## config.mk

```make
export PLATFORM = sky130hd
export DESIGN_NAME = bhpq_cell
export DESIGN_NICKNAME = d
export VERILOG_FILES = /design/src/hw/rtl/bhpq_pkg.sv /design/src/hw/rtl/bhpq_cell.sv
export SDC_FILE = /design/constraint.sdc
export NUM_CORES = 2
export LEC_CHECK = 0
export ABC_CLOCK_PERIOD_IN_PS = 15390
export BUFFER_PORTS_ARGS = -buffer_cell sky130_fd_sc_hd__buf_2
export CAP_MARGIN = 20
export CORE_UTILIZATION = 35
export CTS_CLUSTER_DIAMETER = 60
export DETAILED_ROUTE_END_ITERATION = 8
export RECOVER_POWER = 25
export SYNTH_ARGS = -nofsm -noshare
export SYNTH_HDL_FRONTEND = slang
export SYNTH_SLANG_ARGS = --single-unit
```

## constraint.sdc

```tcl
create_clock -name clk -period 15.39 [get_ports clk]
set_clock_uncertainty 0.2 [all_clocks]
set_input_delay 3.078 -clock clk [delete_from_list [all_inputs] [get_ports clk]]
set_output_delay 3.078 -clock clk [all_outputs]
set_load 0.02 [all_outputs]
```

## src/hw/rtl/bhpq_pkg.sv

```systemverilog
// ---------------------------------------------------------------------------
// bhpq_pkg
// Sizes, codes, shared types and compare helpers of the heap queue.
// ---------------------------------------------------------------------------
`default_nettype none

package bhpq_pkg;

  localparam int CAPACITY   = 64;
  localparam int KEY_W      = 32;
  localparam int CNT_W      = $clog2(CAPACITY + 1);
  localparam int ST_W       = 2;
  // One cell per tree level; slot s sits on level floor(log2 s).
  localparam int LEVELS     = CNT_W;
  localparam int LW         = (LEVELS > 1) ? $clog2(LEVELS) : 1;
  localparam int PW         = (LEVELS > 2) ? LEVELS - 1 : 2;
  localparam int AW         = PW - 1;
  localparam int SW         = CNT_W + 1;
  localparam int BANK_DEPTH = 1 << AW;

  localparam logic [ST_W-1:0] ST_OK    = 2'd0;
  localparam logic [ST_W-1:0] ST_FULL  = 2'd1;
  localparam logic [ST_W-1:0] ST_EMPTY = 2'd2;

  localparam logic OP_INSERT = 1'b0;
  localparam logic OP_REMOVE = 1'b1;

  localparam logic ORDER_MAX = 1'b0;
  localparam logic ORDER_MIN = 1'b1;

  typedef logic signed [KEY_W-1:0] key_t;
  typedef logic [CNT_W-1:0]        cnt_t;
  typedef logic [LW-1:0]           lvl_t;
  typedef logic [PW-1:0]           pos_t;
  typedef logic [AW-1:0]           addr_t;
  typedef logic [ST_W-1:0]         status_t;

  // The key being sifted and its place within the level of the cell holding it.
  typedef struct packed {
    logic vld;
    logic up;
    key_t key;
    pos_t pos;
  } tok_t;

  // A level is stored as even and odd banks, so both children come in one read.
  typedef struct packed {
    key_t odd;
    key_t even;
  } pair_t;

  // Read request a cell raises toward the neighbor above (up) or below.
  typedef struct packed {
    logic  vld;
    logic  up;
    addr_t addr;
  } rd_req_t;

  typedef struct packed {
    logic  vld;
    addr_t addr;
  } rd_port_t;

  // Root and last-slot fetch raised by the controller for a remove.
  typedef struct packed {
    logic  vld;
    lvl_t  lvl;
    addr_t addr;
  } ctrl_rd_t;

  typedef struct packed {
    logic order;
    cnt_t count;
  } ctx_t;

  // True when key a belongs strictly above key b in the given order.
  function automatic logic ranks_above(input key_t a, input key_t b, input logic order);
    return (order == ORDER_MIN) ? (a < b) : (a > b);
  endfunction

  function automatic lvl_t slot_level(input cnt_t s);
    lvl_t l;
    l = '0;
    for (int i = 0; i < CNT_W; i++) begin
      if (s[i]) begin
        l = LW'(i);
      end
    end
    return l;
  endfunction

  function automatic pos_t slot_index(input cnt_t s);
    cnt_t m;
    m = s & ~(cnt_t'(1) << slot_level(s));
    return pos_t'(m);
  endfunction

endpackage

`default_nettype wire

```

## src/hw/rtl/bhpq_cell.sv

```systemverilog
// ---------------------------------------------------------------------------
// bhpq_cell
// One tree level: its slots in two banks and one step of sift up or down.
// ---------------------------------------------------------------------------
`default_nettype none

module bhpq_cell (
  input  wire                  clk,
  input  wire                  rst_n,
  input  bhpq_pkg::lvl_t       lvl,
  input  bhpq_pkg::ctx_t       ctx,
  input  bhpq_pkg::tok_t       tok_in,
  input  bhpq_pkg::pair_t      child_pair,
  input  bhpq_pkg::pair_t      parent_pair,
  input  bhpq_pkg::rd_port_t   rd_in,
  output bhpq_pkg::tok_t       tok_dn,
  output bhpq_pkg::tok_t       tok_up,
  output bhpq_pkg::rd_req_t    rd_req,
  output bhpq_pkg::pair_t      rd_pair,
  output logic                 done
);

  localparam logic PH_ISSUE  = 1'b0;
  localparam logic PH_DECIDE = 1'b1;

  bhpq_pkg::tok_t   tok_r, tok_nxt;
  logic             ph_r, ph_nxt;
  bhpq_pkg::key_t   mem_even [bhpq_pkg::BANK_DEPTH];
  bhpq_pkg::key_t   mem_odd  [bhpq_pkg::BANK_DEPTH];
  bhpq_pkg::pair_t  rd_pair_r;

  logic [bhpq_pkg::SW-1:0] slot, left_slot, right_slot, count_ext;
  logic                    has_left, has_right, use_right, dn_swap, up_swap, wr_en;
  bhpq_pkg::key_t          best_key, parent_key, wr_data;
  bhpq_pkg::addr_t         wr_addr;

  assign slot       = (bhpq_pkg::SW'(1) << lvl) | bhpq_pkg::SW'(tok_r.pos);
  assign left_slot  = {slot[bhpq_pkg::SW-2:0], 1'b0};
  assign right_slot = {slot[bhpq_pkg::SW-2:0], 1'b1};
  assign count_ext  = bhpq_pkg::SW'(ctx.count);
  assign has_left   = left_slot <= count_ext;
  assign has_right  = right_slot <= count_ext;

  // The left child wins a tie; a right child past the count is never looked at.
  assign use_right  = has_right &&
                      bhpq_pkg::ranks_above(child_pair.odd, child_pair.even, ctx.order);
  assign best_key   = use_right ? child_pair.odd : child_pair.even;
  assign dn_swap    = bhpq_pkg::ranks_above(best_key, tok_r.key, ctx.order);
  assign parent_key = tok_r.pos[1] ? parent_pair.odd : parent_pair.even;
  assign up_swap    = bhpq_pkg::ranks_above(tok_r.key, parent_key, ctx.order);
  assign wr_addr    = tok_r.pos[bhpq_pkg::PW-1:1];

  always_comb begin
    tok_nxt = tok_r;
    ph_nxt  = ph_r;
    tok_dn  = '0;
    tok_up  = '0;
    rd_req  = '0;
    wr_en   = 1'b0;
    wr_data = tok_r.key;
    done    = 1'b0;
    if (tok_in.vld) begin
      tok_nxt = tok_in;
      ph_nxt  = PH_ISSUE;
    end else if (tok_r.vld) begin
      if (ph_r == PH_ISSUE) begin
        if (tok_r.up ? (lvl == '0) : !has_left) begin
          wr_en       = 1'b1;
          done        = 1'b1;
          tok_nxt.vld = 1'b0;
        end else begin
          rd_req.vld  = 1'b1;
          rd_req.up   = tok_r.up;
          rd_req.addr = tok_r.up ? bhpq_pkg::addr_t'(tok_r.pos >> 2)
                                 : tok_r.pos[bhpq_pkg::AW-1:0];
          ph_nxt      = PH_DECIDE;
        end
      end else begin
        wr_en       = 1'b1;
        tok_nxt.vld = 1'b0;
        if (tok_r.up) begin
          if (up_swap) begin
            wr_data    = parent_key;
            tok_up.vld = 1'b1;
            tok_up.up  = 1'b1;
            tok_up.key = tok_r.key;
            tok_up.pos = tok_r.pos >> 1;
          end else begin
            done = 1'b1;
          end
        end else begin
          if (dn_swap) begin
            wr_data    = best_key;
            tok_dn.vld = 1'b1;
            tok_dn.up  = 1'b0;
            tok_dn.key = tok_r.key;
            tok_dn.pos = {tok_r.pos[bhpq_pkg::AW-1:0], use_right};
          end else begin
            done = 1'b1;
          end
        end
      end
    end
  end

  always_ff @(posedge clk) begin
    if (!rst_n) begin
      tok_r <= '0;
      ph_r  <= PH_ISSUE;
    end else begin
      tok_r <= tok_nxt;
      ph_r  <= ph_nxt;
    end
  end

  always_ff @(posedge clk) begin
    if (wr_en) begin
      if (tok_r.pos[0]) begin
        mem_odd[wr_addr] <= wr_data;
      end else begin
        mem_even[wr_addr] <= wr_data;
      end
    end
    if (rd_in.vld) begin
      rd_pair_r.even <= mem_even[rd_in.addr];
      rd_pair_r.odd  <= mem_odd[rd_in.addr];
    end
  end

  assign rd_pair = rd_pair_r;

endmodule

`default_nettype wire

```

==> summary.md <==
| Metric | Value |
|---|---|
| Largest net degree at the start of global routing | 136 |
| Sequential Area | roughly 64000 um2 |
| Internal | about 9.6 mW |
| Actual slew at the worst max-slew pin | roughly 6.1 ns |
| Comb pwr share | 0.062 |
| Initial Util | 0.352 |
| CP Class | input port to output port |
| Worst r2r path cells | 23 |
| Max Slew Vio Count | 1725 |
| # rows | between 150 and 200 |
| Die W | 497 um |
| Multi-input logic area | 21300 um2 |
| Netlist Area Pre-Place | between 80000 and 90000 um2 |
| CTS tree | built |
| Failing checks | capacitance limit, slew limit |
| Hold_buf cts | 0 |
| IO Count | 339 |
| Fillers | roughly 21k |
| Sequential area share after synthesis | 0.749 |
| Flop pwr share | 0.530 |
| Startpoint Class | input port |
| Vias | 42.2k |
| Share of cells above drive strength 1 | 0.316 |
| Post-synth ARST share | 0 |
| Post-DRT Antenna Nets | 0 |
| DPL Wire Length | between 100000 and 150000 um |
| Pwr dens | ~120 nW/um2 |
| I/O Buffers | 336 |
| CP required | 12.11 ns |
| RePlAce Congestion | 0.912 |
| Hold path cells | 2 |
| Vias per std cell | 5.46 |
| DRT Pass-1 Iters | 5 |
| Clk network pwr share | 0.408 |
| Drt drc | 0 |
| Die ar. | 247000 um2 |
| Clk pin slew, worst setup/hold paths | 0.06 ns |
| Period utilization | 0.881 |
| Max Freq | 0.0738 GHz |
| Post-synth EDFFs | 2112 |
| Num CTS Buffers | 211 |
| Distinct cell type count after synthesis | 60 |
| Crit path time final | 13.56 ns |
| Final setup viols | 0 |
| Number of synthesized register bits | 2153 |
| Critical Path Sink Type | output port |
| Core area | 243000 um2 |
| Count of final hold-check violations | 0 |
| Tot Pwr | approximately 12 mW |
| Max-Cap Viols | 46 |
| DRT Wirelength | 231000 um |
| Max transition margin | -3.07 |
| RSZ-0062 raised after global routing | no |
| Die height | 497 um |
| First-pass GRT wire length | 327000 um |
| Post-CTS setup buffer count | 0 |
| Outcome | finished with violations |
| Highest-count cells in the layout ignoring fill and taps | 2112 x edfxtp_1, 640 x mux4_2, 266 x buf_2 |
| Setup TNS | 0 ns |
| Number of global-route vias before repair | 43.3k |
| Avg WL per Cell | about 30 um |
| CP Max Fanout | 50 |
| Clock root cell | clkbuf_16 |
| CTS max path bufs | 3 |
| Leakage | about 33 nW |
| Total gr overflow | 0 |
| R2R setup slack | 6.97 ns |
| Sw Pwr | 2.71 mW |
| Post-Syn Instances | 3863 |
| CTS Sinks | 2153 |
| Layout Nets | 4633 |
| Clk_lat worst skew | 0.85 ns |
| Syn. warnings | 0 |
| Worst EP arrival | 10.28 ns |
| Mean area per synthesized cell | between 20 and 25 um2 |
| Post-CTS sizing | 0 |
| Hold Crit Class | flop to flop |
| Switching share of total power | 0.221 |
| Ys flop type | edfxtp_1 |
| Initial DRC count | 4424 |
| H-tree depth | 4 |
| Tot GR Track Use | 0.186 |
| Initial antenna violation count | 16 |
| Layout area overhead | 15.5% |
| Most common cell after layout, fill and taps aside | edfxtp_1 |
| VDD IR max | 0.120 mV |
path summary, 6_finish.rpt:
path,from,endpoint
setup reg to reg,tok_r[1]$_SDFFE_PN0P_,mem_odd[30][7]$_DFFE_PP_
setup / recovery,child_pair[31],tok_dn[2]
hold / removal,tok_r[24]$_SDFFE_PN0P_,tok_r[24]$_SDFFE_PN0P_
hold reg to reg,tok_r[24]$_SDFFE_PN0P_,tok_r[24]$_SDFFE_PN0P_
stage by stage:
stage                      util  hold slack, ns  worst slack [ns]  cell area (um2)  instances
after global routing      0.407           0.373              1.73            99100       7724
final                     0.407           0.350              1.83            99100       7727
after global placement    0.381           0.310              2.10            92700       7332
after CTS                 0.408           0.349              1.92            99400       7722
after detailed placement  0.381           0.340              1.96            92700       7332
after floorplan               -           0.302              3.75            85800       3864
power groups by stage:
stage	clock (mW)	combinational [mW]	sequential (mW)
after detailed placement	0	0.761	6.63
after global placement	0	0.747	6.63
final	5.01	0.756	6.51
after floorplan	0	0.455	6.64
after global routing	5.32	0.814	6.51
after CTS	5.11	0.763	6.51
worst max-delay path, stage by stage:
cell	delay (ns)
buf_2	0.13
inv_1	0.06
ha_1	0.38
nand4_1	0.17
nor4_1	1.00
a21oi_1	0.19
and3_1	0.26
o32a_1	0.20
a211oi_4	0.15
buf_4	0.55
mux2i_1	0.48
inv_1	0.10
ha_1	0.29
nand4_1	0.15
nor3_1	0.51
nand2_1	0.17
a31oi_1	0.33
nor4_1	0.11
o211ai_1	0.40
a211o_4	0.74
inv_1	0.36
and2_1	0.26
buf_2	0.15
layout make-up:
class	instances	area share
diodes	5	0.000126
clock inverters	139	0.0124
well taps	3202	0.0404
repair buffers	464	0.0248
clock buffers	251	0.0550
flip-flops and latches	2153	0.648
inverters	118	0.00447
multi-input cells	1395	0.215
logic make-up after synthesis:
kind of cell	synth area share
flops	0.749
other cells	0.0000437
fa+ha+maj	0.0150
compound gates	0.0152
mux	0.189
buf+inv	0.0143
simple gates	0.0180
per-layer routing:
metal / up-vias / track usage / share of wire
met2: 1533 / 0.315 / 0.51
met3: 321 / 0.0284 / 0.060
met4: 16 / 0.0522 / 0.026
li1: 17300 / - / -
met5: - / 0 / 0.00040
met1: 23100 / 0.247 / 0.41
flip-flops by register name (all words and copies together) (netlist names):
signal,flops
mem_even,1024
mem_odd,1024
tok_r,40
rd_pair,64
ph_r,1
Yosys cell counts (all sizes together), types with 5 or more instances:
cell type | number | area (um2)
o221ai | 32 | 412
clkbuf | 139 | 522
a21oi | 73 | 365
edfxtp | 2112 | 63400
nand2 | 35 | 131
buf | 59 | 259
nor2b | 45 | 282
o211ai | 6 | 45.0
and3 | 5 | 31.3
nor2 | 116 | 435
nand3 | 15 | 75.1
mux2 | 65 | 732
o21ai | 12 | 60.1
nor4 | 5 | 31.3
inv | 118 | 443
nand2b | 32 | 200
nand4 | 21 | 131
ha | 103 | 1290
dfxtp | 41 | 821
mux2i | 106 | 1060
and2 | 6 | 37.5
nor3 | 7 | 35.0
a21o | 11 | 82.6
mux4 | 640 | 14400
(Power assumes the default switching activity.)
