## config.mk

```make
export PLATFORM = sky130hd
export DESIGN_NAME = bhpq_ctrl_flat
export DESIGN_NICKNAME = d
export VERILOG_FILES = /design/src/hw/rtl/bhpq_pkg.sv /design/src/hw/rtl/bhpq_req_if.sv /design/src/hw/rtl/bhpq_res_if.sv /design/src/hw/rtl/bhpq_ctrl.sv /design/src/flat_wrapper.sv
export SDC_FILE = /design/constraint.sdc
export NUM_CORES = 1
export LEC_CHECK = 0
export BUFFER_PORTS_ARGS = -buffer_cell sky130_fd_sc_hd__buf_2
export CELL_PAD_IN_SITES_DETAIL_PLACEMENT = 0
export CELL_PAD_IN_SITES_GLOBAL_PLACEMENT = 1
export CORE_AREA = 2 2 230 232
export DETAILED_ROUTE_END_ITERATION = 7
export DIE_AREA = 0 0 232 234
export PLACE_DENSITY_LB_ADDON = 0.1
export RECOVER_POWER = 25
export SLEW_MARGIN = 20
export SYNTH_ARGS = -nofsm -noshare
export SYNTH_HDL_FRONTEND = slang
export SYNTH_SLANG_ARGS = --single-unit
```

## constraint.sdc

```tcl
create_clock -name clk -period 6.3 [get_ports clk]
set_input_delay 1.89 -clock clk [delete_from_list [all_inputs] [get_ports clk]]
set_output_delay 1.89 -clock clk [all_outputs]
set_load 0.01 [all_outputs]
```

## src/hw/rtl/bhpq_pkg.sv

```systemverilog
// ---------------------------------------------------------------------------
// bhpq_pkg
// Sizes, codes, shared types and compare helpers of the heap queue.
// ---------------------------------------------------------------------------
`default_nettype none

package bhpq_pkg;

  localparam int CAPACITY   = 64;
  localparam int KEY_W      = 32;
  localparam int CNT_W      = $clog2(CAPACITY + 1);
  localparam int ST_W       = 2;
  // One cell per tree level; slot s sits on level floor(log2 s).
  localparam int LEVELS     = CNT_W;
  localparam int LW         = (LEVELS > 1) ? $clog2(LEVELS) : 1;
  localparam int PW         = (LEVELS > 2) ? LEVELS - 1 : 2;
  localparam int AW         = PW - 1;
  localparam int SW         = CNT_W + 1;
  localparam int BANK_DEPTH = 1 << AW;

  localparam logic [ST_W-1:0] ST_OK    = 2'd0;
  localparam logic [ST_W-1:0] ST_FULL  = 2'd1;
  localparam logic [ST_W-1:0] ST_EMPTY = 2'd2;

  localparam logic OP_INSERT = 1'b0;
  localparam logic OP_REMOVE = 1'b1;

  localparam logic ORDER_MAX = 1'b0;
  localparam logic ORDER_MIN = 1'b1;

  typedef logic signed [KEY_W-1:0] key_t;
  typedef logic [CNT_W-1:0]        cnt_t;
  typedef logic [LW-1:0]           lvl_t;
  typedef logic [PW-1:0]           pos_t;
  typedef logic [AW-1:0]           addr_t;
  typedef logic [ST_W-1:0]         status_t;

  // The key being sifted and its place within the level of the cell holding it.
  typedef struct packed {
    logic vld;
    logic up;
    key_t key;
    pos_t pos;
  } tok_t;

  // A level is stored as even and odd banks, so both children come in one read.
  typedef struct packed {
    key_t odd;
    key_t even;
  } pair_t;

  // Read request a cell raises toward the neighbor above (up) or below.
  typedef struct packed {
    logic  vld;
    logic  up;
    addr_t addr;
  } rd_req_t;

  typedef struct packed {
    logic  vld;
    addr_t addr;
  } rd_port_t;

  // Root and last-slot fetch raised by the controller for a remove.
  typedef struct packed {
    logic  vld;
    lvl_t  lvl;
    addr_t addr;
  } ctrl_rd_t;

  typedef struct packed {
    logic order;
    cnt_t count;
  } ctx_t;

  // True when key a belongs strictly above key b in the given order.
  function automatic logic ranks_above(input key_t a, input key_t b, input logic order);
    return (order == ORDER_MIN) ? (a < b) : (a > b);
  endfunction

  function automatic lvl_t slot_level(input cnt_t s);
    lvl_t l;
    l = '0;
    for (int i = 0; i < CNT_W; i++) begin
      if (s[i]) begin
        l = LW'(i);
      end
    end
    return l;
  endfunction

  function automatic pos_t slot_index(input cnt_t s);
    cnt_t m;
    m = s & ~(cnt_t'(1) << slot_level(s));
    return pos_t'(m);
  endfunction

endpackage

`default_nettype wire

```

## src/hw/rtl/bhpq_req_if.sv

```systemverilog
// ---------------------------------------------------------------------------
// bhpq_req_if
// Request channel: one word is an operation code and a key.
// ---------------------------------------------------------------------------
`default_nettype none

interface bhpq_req_if;
  logic            valid;
  logic            ready;
  logic            operation;
  bhpq_pkg::key_t  key;

  modport source (output valid, output operation, output key, input ready);
  modport sink   (input valid, input operation, input key, output ready);
endinterface

`default_nettype wire

```

## src/hw/rtl/bhpq_res_if.sv

```systemverilog
// ---------------------------------------------------------------------------
// bhpq_res_if
// Result channel: one word is a status, the removed key and the key count.
// ---------------------------------------------------------------------------
`default_nettype none

interface bhpq_res_if;
  logic               valid;
  logic               ready;
  bhpq_pkg::status_t  status;
  bhpq_pkg::key_t     removed_key;
  bhpq_pkg::cnt_t     element_count;

  modport source (output valid, output status, output removed_key, output element_count,
                  input ready);
  modport sink   (input valid, input status, input removed_key, input element_count,
                  output ready);
endinterface

`default_nettype wire

```

## src/hw/rtl/bhpq_ctrl.sv

```systemverilog
// ---------------------------------------------------------------------------
// bhpq_ctrl
// Takes requests, keeps the key count and order, starts sifts, sends results.
// ---------------------------------------------------------------------------
`default_nettype none

module bhpq_ctrl (
  input  wire                  clk,
  input  wire                  rst_n,
  input  wire                  cfg_we,
  input  wire                  cfg_wdata,
  bhpq_req_if.sink             in_chan,
  bhpq_res_if.source           out_chan,
  input  bhpq_pkg::pair_t      cell_pair [bhpq_pkg::LEVELS],
  input  wire                  sift_done,
  output bhpq_pkg::ctx_t       ctx,
  output bhpq_pkg::tok_t       inj,
  output bhpq_pkg::lvl_t       inj_lvl,
  output bhpq_pkg::ctrl_rd_t   crd
);

  localparam logic [2:0] S_IDLE  = 3'd0;
  localparam logic [2:0] S_READ  = 3'd1;
  localparam logic [2:0] S_FETCH = 3'd2;
  localparam logic [2:0] S_SIFT  = 3'd3;
  localparam logic [2:0] S_DONE  = 3'd4;

  logic [2:0]          st_r, st_nxt;
  bhpq_pkg::cnt_t      cnt_r, cnt_nxt, new_slot;
  logic                order_r, order_nxt;
  bhpq_pkg::tok_t      inj_r, inj_nxt;
  bhpq_pkg::lvl_t      inj_lvl_r, inj_lvl_nxt;
  bhpq_pkg::lvl_t      last_lvl_r, last_lvl_nxt;
  bhpq_pkg::pos_t      last_idx_r, last_idx_nxt;
  bhpq_pkg::status_t   res_status_r, res_status_nxt;
  bhpq_pkg::key_t      res_key_r, res_key_nxt, last_key;
  logic                out_vld_r, out_vld_nxt;
  bhpq_pkg::status_t   out_status_r, out_status_nxt;
  bhpq_pkg::key_t      out_key_r, out_key_nxt;
  bhpq_pkg::cnt_t      out_cnt_r, out_cnt_nxt;
  bhpq_pkg::pair_t     last_pair;
  logic                accept;

  assign in_chan.ready = (st_r == S_IDLE);
  assign accept        = in_chan.valid && (st_r == S_IDLE);
  assign new_slot      = cnt_r + bhpq_pkg::cnt_t'(1);
  assign last_pair     = cell_pair[last_lvl_r];
  assign last_key      = last_idx_r[0] ? last_pair.odd : last_pair.even;

  always_comb begin
    st_nxt         = st_r;
    cnt_nxt        = cnt_r;
    order_nxt      = cfg_we ? cfg_wdata : order_r;
    inj_nxt        = inj_r;
    inj_nxt.vld    = 1'b0;
    inj_lvl_nxt    = inj_lvl_r;
    last_lvl_nxt   = last_lvl_r;
    last_idx_nxt   = last_idx_r;
    res_status_nxt = res_status_r;
    res_key_nxt    = res_key_r;
    out_vld_nxt    = out_vld_r && !out_chan.ready;
    out_status_nxt = out_status_r;
    out_key_nxt    = out_key_r;
    out_cnt_nxt    = out_cnt_r;
    unique case (st_r)
      S_IDLE: begin
        if (accept) begin
          res_key_nxt    = '0;
          res_status_nxt = bhpq_pkg::ST_OK;
          if (in_chan.operation == bhpq_pkg::OP_INSERT) begin
            if (cnt_r == bhpq_pkg::cnt_t'(bhpq_pkg::CAPACITY)) begin
              res_status_nxt = bhpq_pkg::ST_FULL;
              st_nxt         = S_DONE;
            end else begin
              cnt_nxt     = new_slot;
              inj_nxt.vld = 1'b1;
              inj_nxt.up  = 1'b1;
              inj_nxt.key = in_chan.key;
              inj_nxt.pos = bhpq_pkg::slot_index(new_slot);
              inj_lvl_nxt = bhpq_pkg::slot_level(new_slot);
              st_nxt      = S_SIFT;
            end
          end else begin
            if (cnt_r == '0) begin
              res_status_nxt = bhpq_pkg::ST_EMPTY;
              st_nxt         = S_DONE;
            end else begin
              cnt_nxt      = cnt_r - bhpq_pkg::cnt_t'(1);
              last_lvl_nxt = bhpq_pkg::slot_level(cnt_r);
              last_idx_nxt = bhpq_pkg::slot_index(cnt_r);
              st_nxt       = S_READ;
            end
          end
        end
      end
      S_READ: begin
        st_nxt = S_FETCH;
      end
      S_FETCH: begin
        res_key_nxt = cell_pair[0].even;
        inj_nxt.vld = 1'b1;
        inj_nxt.up  = 1'b0;
        inj_nxt.key = last_key;
        inj_nxt.pos = '0;
        inj_lvl_nxt = '0;
        st_nxt      = S_SIFT;
      end
      S_SIFT: begin
        if (sift_done) begin
          st_nxt = S_DONE;
        end
      end
      S_DONE: begin
        if (!out_vld_r || out_chan.ready) begin
          out_vld_nxt    = 1'b1;
          out_status_nxt = res_status_r;
          out_key_nxt    = res_key_r;
          out_cnt_nxt    = cnt_r;
          st_nxt         = S_IDLE;
        end
      end
      default: begin
        st_nxt = S_IDLE;
      end
    endcase
  end

  always_ff @(posedge clk) begin
    if (!rst_n) begin
      st_r      <= S_IDLE;
      cnt_r     <= '0;
      order_r   <= bhpq_pkg::ORDER_MAX;
      inj_r     <= '0;
      out_vld_r <= 1'b0;
    end else begin
      st_r      <= st_nxt;
      cnt_r     <= cnt_nxt;
      order_r   <= order_nxt;
      inj_r     <= inj_nxt;
      out_vld_r <= out_vld_nxt;
    end
  end

  always_ff @(posedge clk) begin
    inj_lvl_r    <= inj_lvl_nxt;
    last_lvl_r   <= last_lvl_nxt;
    last_idx_r   <= last_idx_nxt;
    res_status_r <= res_status_nxt;
    res_key_r    <= res_key_nxt;
    out_status_r <= out_status_nxt;
    out_key_r    <= out_key_nxt;
    out_cnt_r    <= out_cnt_nxt;
  end

  assign ctx.order = order_r;
  assign ctx.count = cnt_r;
  assign inj       = inj_r;
  assign inj_lvl   = inj_lvl_r;
  assign crd.vld   = (st_r == S_READ);
  assign crd.lvl   = last_lvl_r;
  assign crd.addr  = last_idx_r[bhpq_pkg::PW-1:1];

  assign out_chan.valid         = out_vld_r;
  assign out_chan.status        = out_status_r;
  assign out_chan.removed_key   = out_key_r;
  assign out_chan.element_count = out_cnt_r;

endmodule

`default_nettype wire

```

## src/flat_wrapper.sv

```systemverilog
// flat-port wrapper written by rule: the top's interface ports become plain ports
module bhpq_ctrl_flat 
  (clk, rst_n, cfg_we, cfg_wdata, cell_pair, sift_done, ctx, inj, inj_lvl, crd, in_chan_valid, in_chan_operation, in_chan_key, in_chan_ready, out_chan_valid, out_chan_status, out_chan_removed_key, out_chan_element_count, out_chan_ready);
  bhpq_req_if in_chan_i ();
  bhpq_res_if out_chan_i ();
  input  wire clk;
  input  wire rst_n;
  input  wire cfg_we;
  input  wire cfg_wdata;
  input  bhpq_pkg::pair_t cell_pair[bhpq_pkg::LEVELS];
  input  wire sift_done;
  output bhpq_pkg::ctx_t ctx;
  output bhpq_pkg::tok_t inj;
  output bhpq_pkg::lvl_t inj_lvl;
  output bhpq_pkg::ctrl_rd_t crd;
  input wire logic [$bits(in_chan_i.valid)-1:0] in_chan_valid;
  input wire logic [$bits(in_chan_i.operation)-1:0] in_chan_operation;
  input wire logic [$bits(in_chan_i.key)-1:0] in_chan_key;
  output wire logic [$bits(in_chan_i.ready)-1:0] in_chan_ready;
  output wire logic [$bits(out_chan_i.valid)-1:0] out_chan_valid;
  output wire logic [$bits(out_chan_i.status)-1:0] out_chan_status;
  output wire logic [$bits(out_chan_i.removed_key)-1:0] out_chan_removed_key;
  output wire logic [$bits(out_chan_i.element_count)-1:0] out_chan_element_count;
  input wire logic [$bits(out_chan_i.ready)-1:0] out_chan_ready;
  assign in_chan_i.valid = in_chan_valid;
  assign in_chan_i.operation = in_chan_operation;
  assign in_chan_i.key = in_chan_key;
  assign in_chan_ready = in_chan_i.ready;
  assign out_chan_valid = out_chan_i.valid;
  assign out_chan_status = out_chan_i.status;
  assign out_chan_removed_key = out_chan_i.removed_key;
  assign out_chan_element_count = out_chan_i.element_count;
  assign out_chan_i.ready = out_chan_ready;
  bhpq_ctrl u_core (.clk(clk), .rst_n(rst_n), .cfg_we(cfg_we), .cfg_wdata(cfg_wdata), .in_chan(in_chan_i), .out_chan(out_chan_i), .cell_pair(cell_pair), .sift_done(sift_done), .ctx(ctx), .inj(inj), .inj_lvl(inj_lvl), .crd(crd));
endmodule
```

==> results.md <==
* Status: finished clean
* Area leader, netlist: edfxtp_1
* Final setup skew at 0.01494 ns
* Reg clk slew, reported paths at 0.07 ns
* Flop-to-flop setup slack at 3.00 ns
* Power, Total at 4.703 mW
* Vias in the first global route at 9394
* Critical Path Slowest Stage Cell: clkbuf_1
* Max IR drop VDD at 0.1677 mV
* Row cnt at 84
* Setup Buffers After CTS at 0
* Crit path largest cell delay at 0.90 ns
* Clock share of power at 22.7%
* Critical path's top delay family: buffers and inverters
* Area fraction of the dominant cell type after synthesis at 28.64%
* Placed insts at 1991
* Yosys warning total at 0
* First-pass GRT wire length at 70040 um
* Post-synth ARST share at 0%
* Initial drt markers at 504
* P_int at 2.788 mW
* Buf/Inv on CP at 2
* Final WL at 52870 um
* Clk_lat worst skew at 0.44 ns
* # IOs at 591
* Hold Path End: u_core.out_chan.removed_key[29]$_DFFE_PP_
* Power per Cell Area at 354.6 nW/um^2
* Place WS at 2.384 ns
* Final Hold Fails at 0
* Vias per cell at 4.568
* Crit end category: output pin
* Synth-to-Final Area Change at 45.42%
* Clk buf depth at 2
* Setup Crit Path Kind: reg -> out
* Crit share post-route at 60.85%
* Die ar. at 54290 um^2
* Static leakage at 6.079 nW
* Setup violation total in the final timing report at 0
* Top-count cell post-synth: mux2i_1
* Non-Filler Instances at 2026
* Seq cells post-synth at 139
* CP Max Fanout at 23
* Reg2reg start: u_core.cnt_r[0]$_SDFFE_PN0P_
* Vias after detailed routing at 9254
* Max Cap Violations at 0
* Post_cts resized at 0
* Drt drc at 0
* Final Max Tran Viols at 0
* Slew margin rel. at 17.10%
* Min-delay worst type: reg -> reg
* CTS tree: built
* Post-synth top flop: edfxtp_1
* Top post-synthesis cells by count: mux2i_1, edfxtp_1, mux4_2, nor2_1, dfxtp_1
* Fin nets at 1812
* ANT nets after route at 0
* Logic gate share of total power at 44.0%
* Initial core utilization at 17.53%
* Root Driver: clkbuf_16
* Fraction of layout cells with a size suffix above 1 at 51.16%
* DRT Pass-1 Iters at 5
* Sw Ratio at 40.73%
* Cell count of the worst reg-to-reg path at 7
* Overflow after GRT at 0
* Post-synthesis sequential area ratio at 40.05%
* Total CTS buffers at 17
* Hpwl dp at 42110 um
* Die H at 234 um
* CTS Sinks at 139
* Gr usage total at 18.41%
* Die width at 232 um
* Hold path startpoint: u_core.res_key_r[29]$_SDFFCE_PN0P_
* Worst Path Arrival at 1.94 ns
* Slew of the pin with the lowest slew margin at 1.243 ns
* Fin Setup TNS at 0 ns
* I/O Buffers at 590
* Min Tclk post-route at 3.834 ns
* Psw at 1.915 mW
* Fmax at 260.8 MHz
* Area of the mapped netlist at 9121 um^2
* Largest net degree at the start of global routing at 98
* Seq pwr share at 33.3%
* Average cell area after synthesis at 11.62 um^2
* Post-synth cell types at 59
* Reg2reg end: u_core.inj[37]$_SDFFE_PN0P_
* Post-synthesis cell count at 785
* Synth top area cells: edfxtp_1, mux4_2, dfxtp_1, mux2i_1, a221o_1
* CTS H-tree depth at 4
* Post-synth EDFFs at 87
* Syn nets at 1275
* RSZ-0062 raised after global routing: false
* Worst path required time at 4.41 ns
* CORE AREA at 52020 um^2
* Post-DR wirelength/cell at 26.09 um
* Cts hold-fix bufs at 0
* Routability cong. at 0.7834
* Initial antenna violation count at 14
* Worst Setup Start Kind: register
* Critical-path cell list: clkbuf_1 -> buf_2
* PnR worst setup slack at 2.466 ns
* Hold path depth at 0
how the worst max path moves through the flow:
| stage | start | to | slack (ns) | depth (start not counted) |
|---|---|---|---|---|
| 2_1_floorplan | out_chan_ready | u_core.out_chan.element_count[0]$_DFFE_PP_ | 2.18 | 2 |
| 3_3_place_gp | in_chan_valid | u_core.last_idx_r[4]$_DFFE_PP_ | 2.30 | 3 |
| 3_5_place_dp | in_chan_valid | u_core.inj[4]$_SDFFE_PN0P_ | 2.38 | 6 |
| 4_1_cts | u_core.st_r[1]$_SDFFE_PN0P_ | crd[8] | 2.66 | 3 |
| 5_1_grt | u_core.cnt_r[2]$_SDFFE_PN0P_ | ctx[2] | 2.34 | 2 |
| 6_report | u_core.cnt_r[2]$_SDFFE_PN0P_ | ctx[2] | 2.47 | 2 |
cell usage in the layout, fill, tap and decap left out, types with 4 or more instances in the layout:
master / n
clkbuf_1: 32
clkbuf_16: 17
nand3_1: 4
xor2_1: 4
xnor2_1: 7
inv_8: 4
dfxtp_1: 52
a21oi_1: 11
inv_1: 11
o21ai_0: 8
o32ai_1: 33
o211a_1: 32
nor2_1: 53
buf_2: 562
edfxtp_1: 87
and2_1: 6
inv_6: 4
nor2b_1: 4
mux2i_1: 99
nand2_1: 51
and3_1: 36
mux4_2: 64
buf_4: 13
a221o_1: 32
nor3_1: 10
a211oi_1: 34
flip-flops by register name, summed over array words and instances, names as in the netlist, 3 cells and up:
| signal | cells |
|---|---|
| u_core.cnt_r | 7 |
| u_core.last_lvl_r | 3 |
| u_core.res_key_r | 32 |
| u_core.st_r | 3 |
| u_core.out_chan.removed_key | 32 |
| u_core.inj_lvl | 3 |
| u_core.inj | 40 |
| u_core.last_idx_r | 6 |
| u_core.out_chan.element_count | 7 |
per-stage QoR:
step / util (%) / hold slack [ns] / area (um^2)
after floorplan: - / 0.4003 / 9121
after global placement: 24.40 / 0.4013 / 12700
after detailed placement: 24.41 / 0.4051 / 12700
after CTS: 25.58 / 0.4203 / 13310
after global routing: 25.49 / 0.4244 / 13260
final: 25.50 / 0.4167 / 13260
power by group through the flow:
| stage | Clock, mW | Sequential, mW | Combinational, mW |
|---|---|---|---|
| 6_report | 1.07 | 1.57 | 2.07 |
| 2_1_floorplan | 0 | 1.58 | 1.17 |
| 5_1_grt | 1.14 | 1.60 | 2.26 |
| 3_3_place_gp | 0 | 1.59 | 2.15 |
| 3_5_place_dp | 0 | 1.59 | 2.14 |
| 4_1_cts | 1.11 | 1.57 | 2.15 |
layer usage:
layer	up-vias	share of wire (%)	global-route usage [%]
li1	4238	-	-
met1	4506	38	20.41
met2	435	51	33.44
met3	67	7.7	5.375
met4	8	2.9	6.370
met5	-	0.091	0
kinds of logic after synthesis:
group | Yosys count | share of synthesized area (%)
AOI/OAI and AO/OA | 181 | 16.83
muxes | 164 | 26.79
adders and majority gates | 2 | 0.2743
and+or+nand+nor | 187 | 9.986
buffers and inverters | 101 | 5.007
DFF | 139 | 40.05
xor gates and xnor gates | 11 | 1.056
layout make-up:
class / count / area, um^2
inverter: 11 / 41.29
fill: 5706 / 38760
sequential: 139 / 3654
multi-input combinational: 545 / 5045
tap: 688 / 860.8
timing repair buffer: 608 / 3050
clock inverter: 15 / 180.2
clock buffer: 17 / 425.4
antenna: 3 / 7.507
Power figures use the tool's default switching activity.
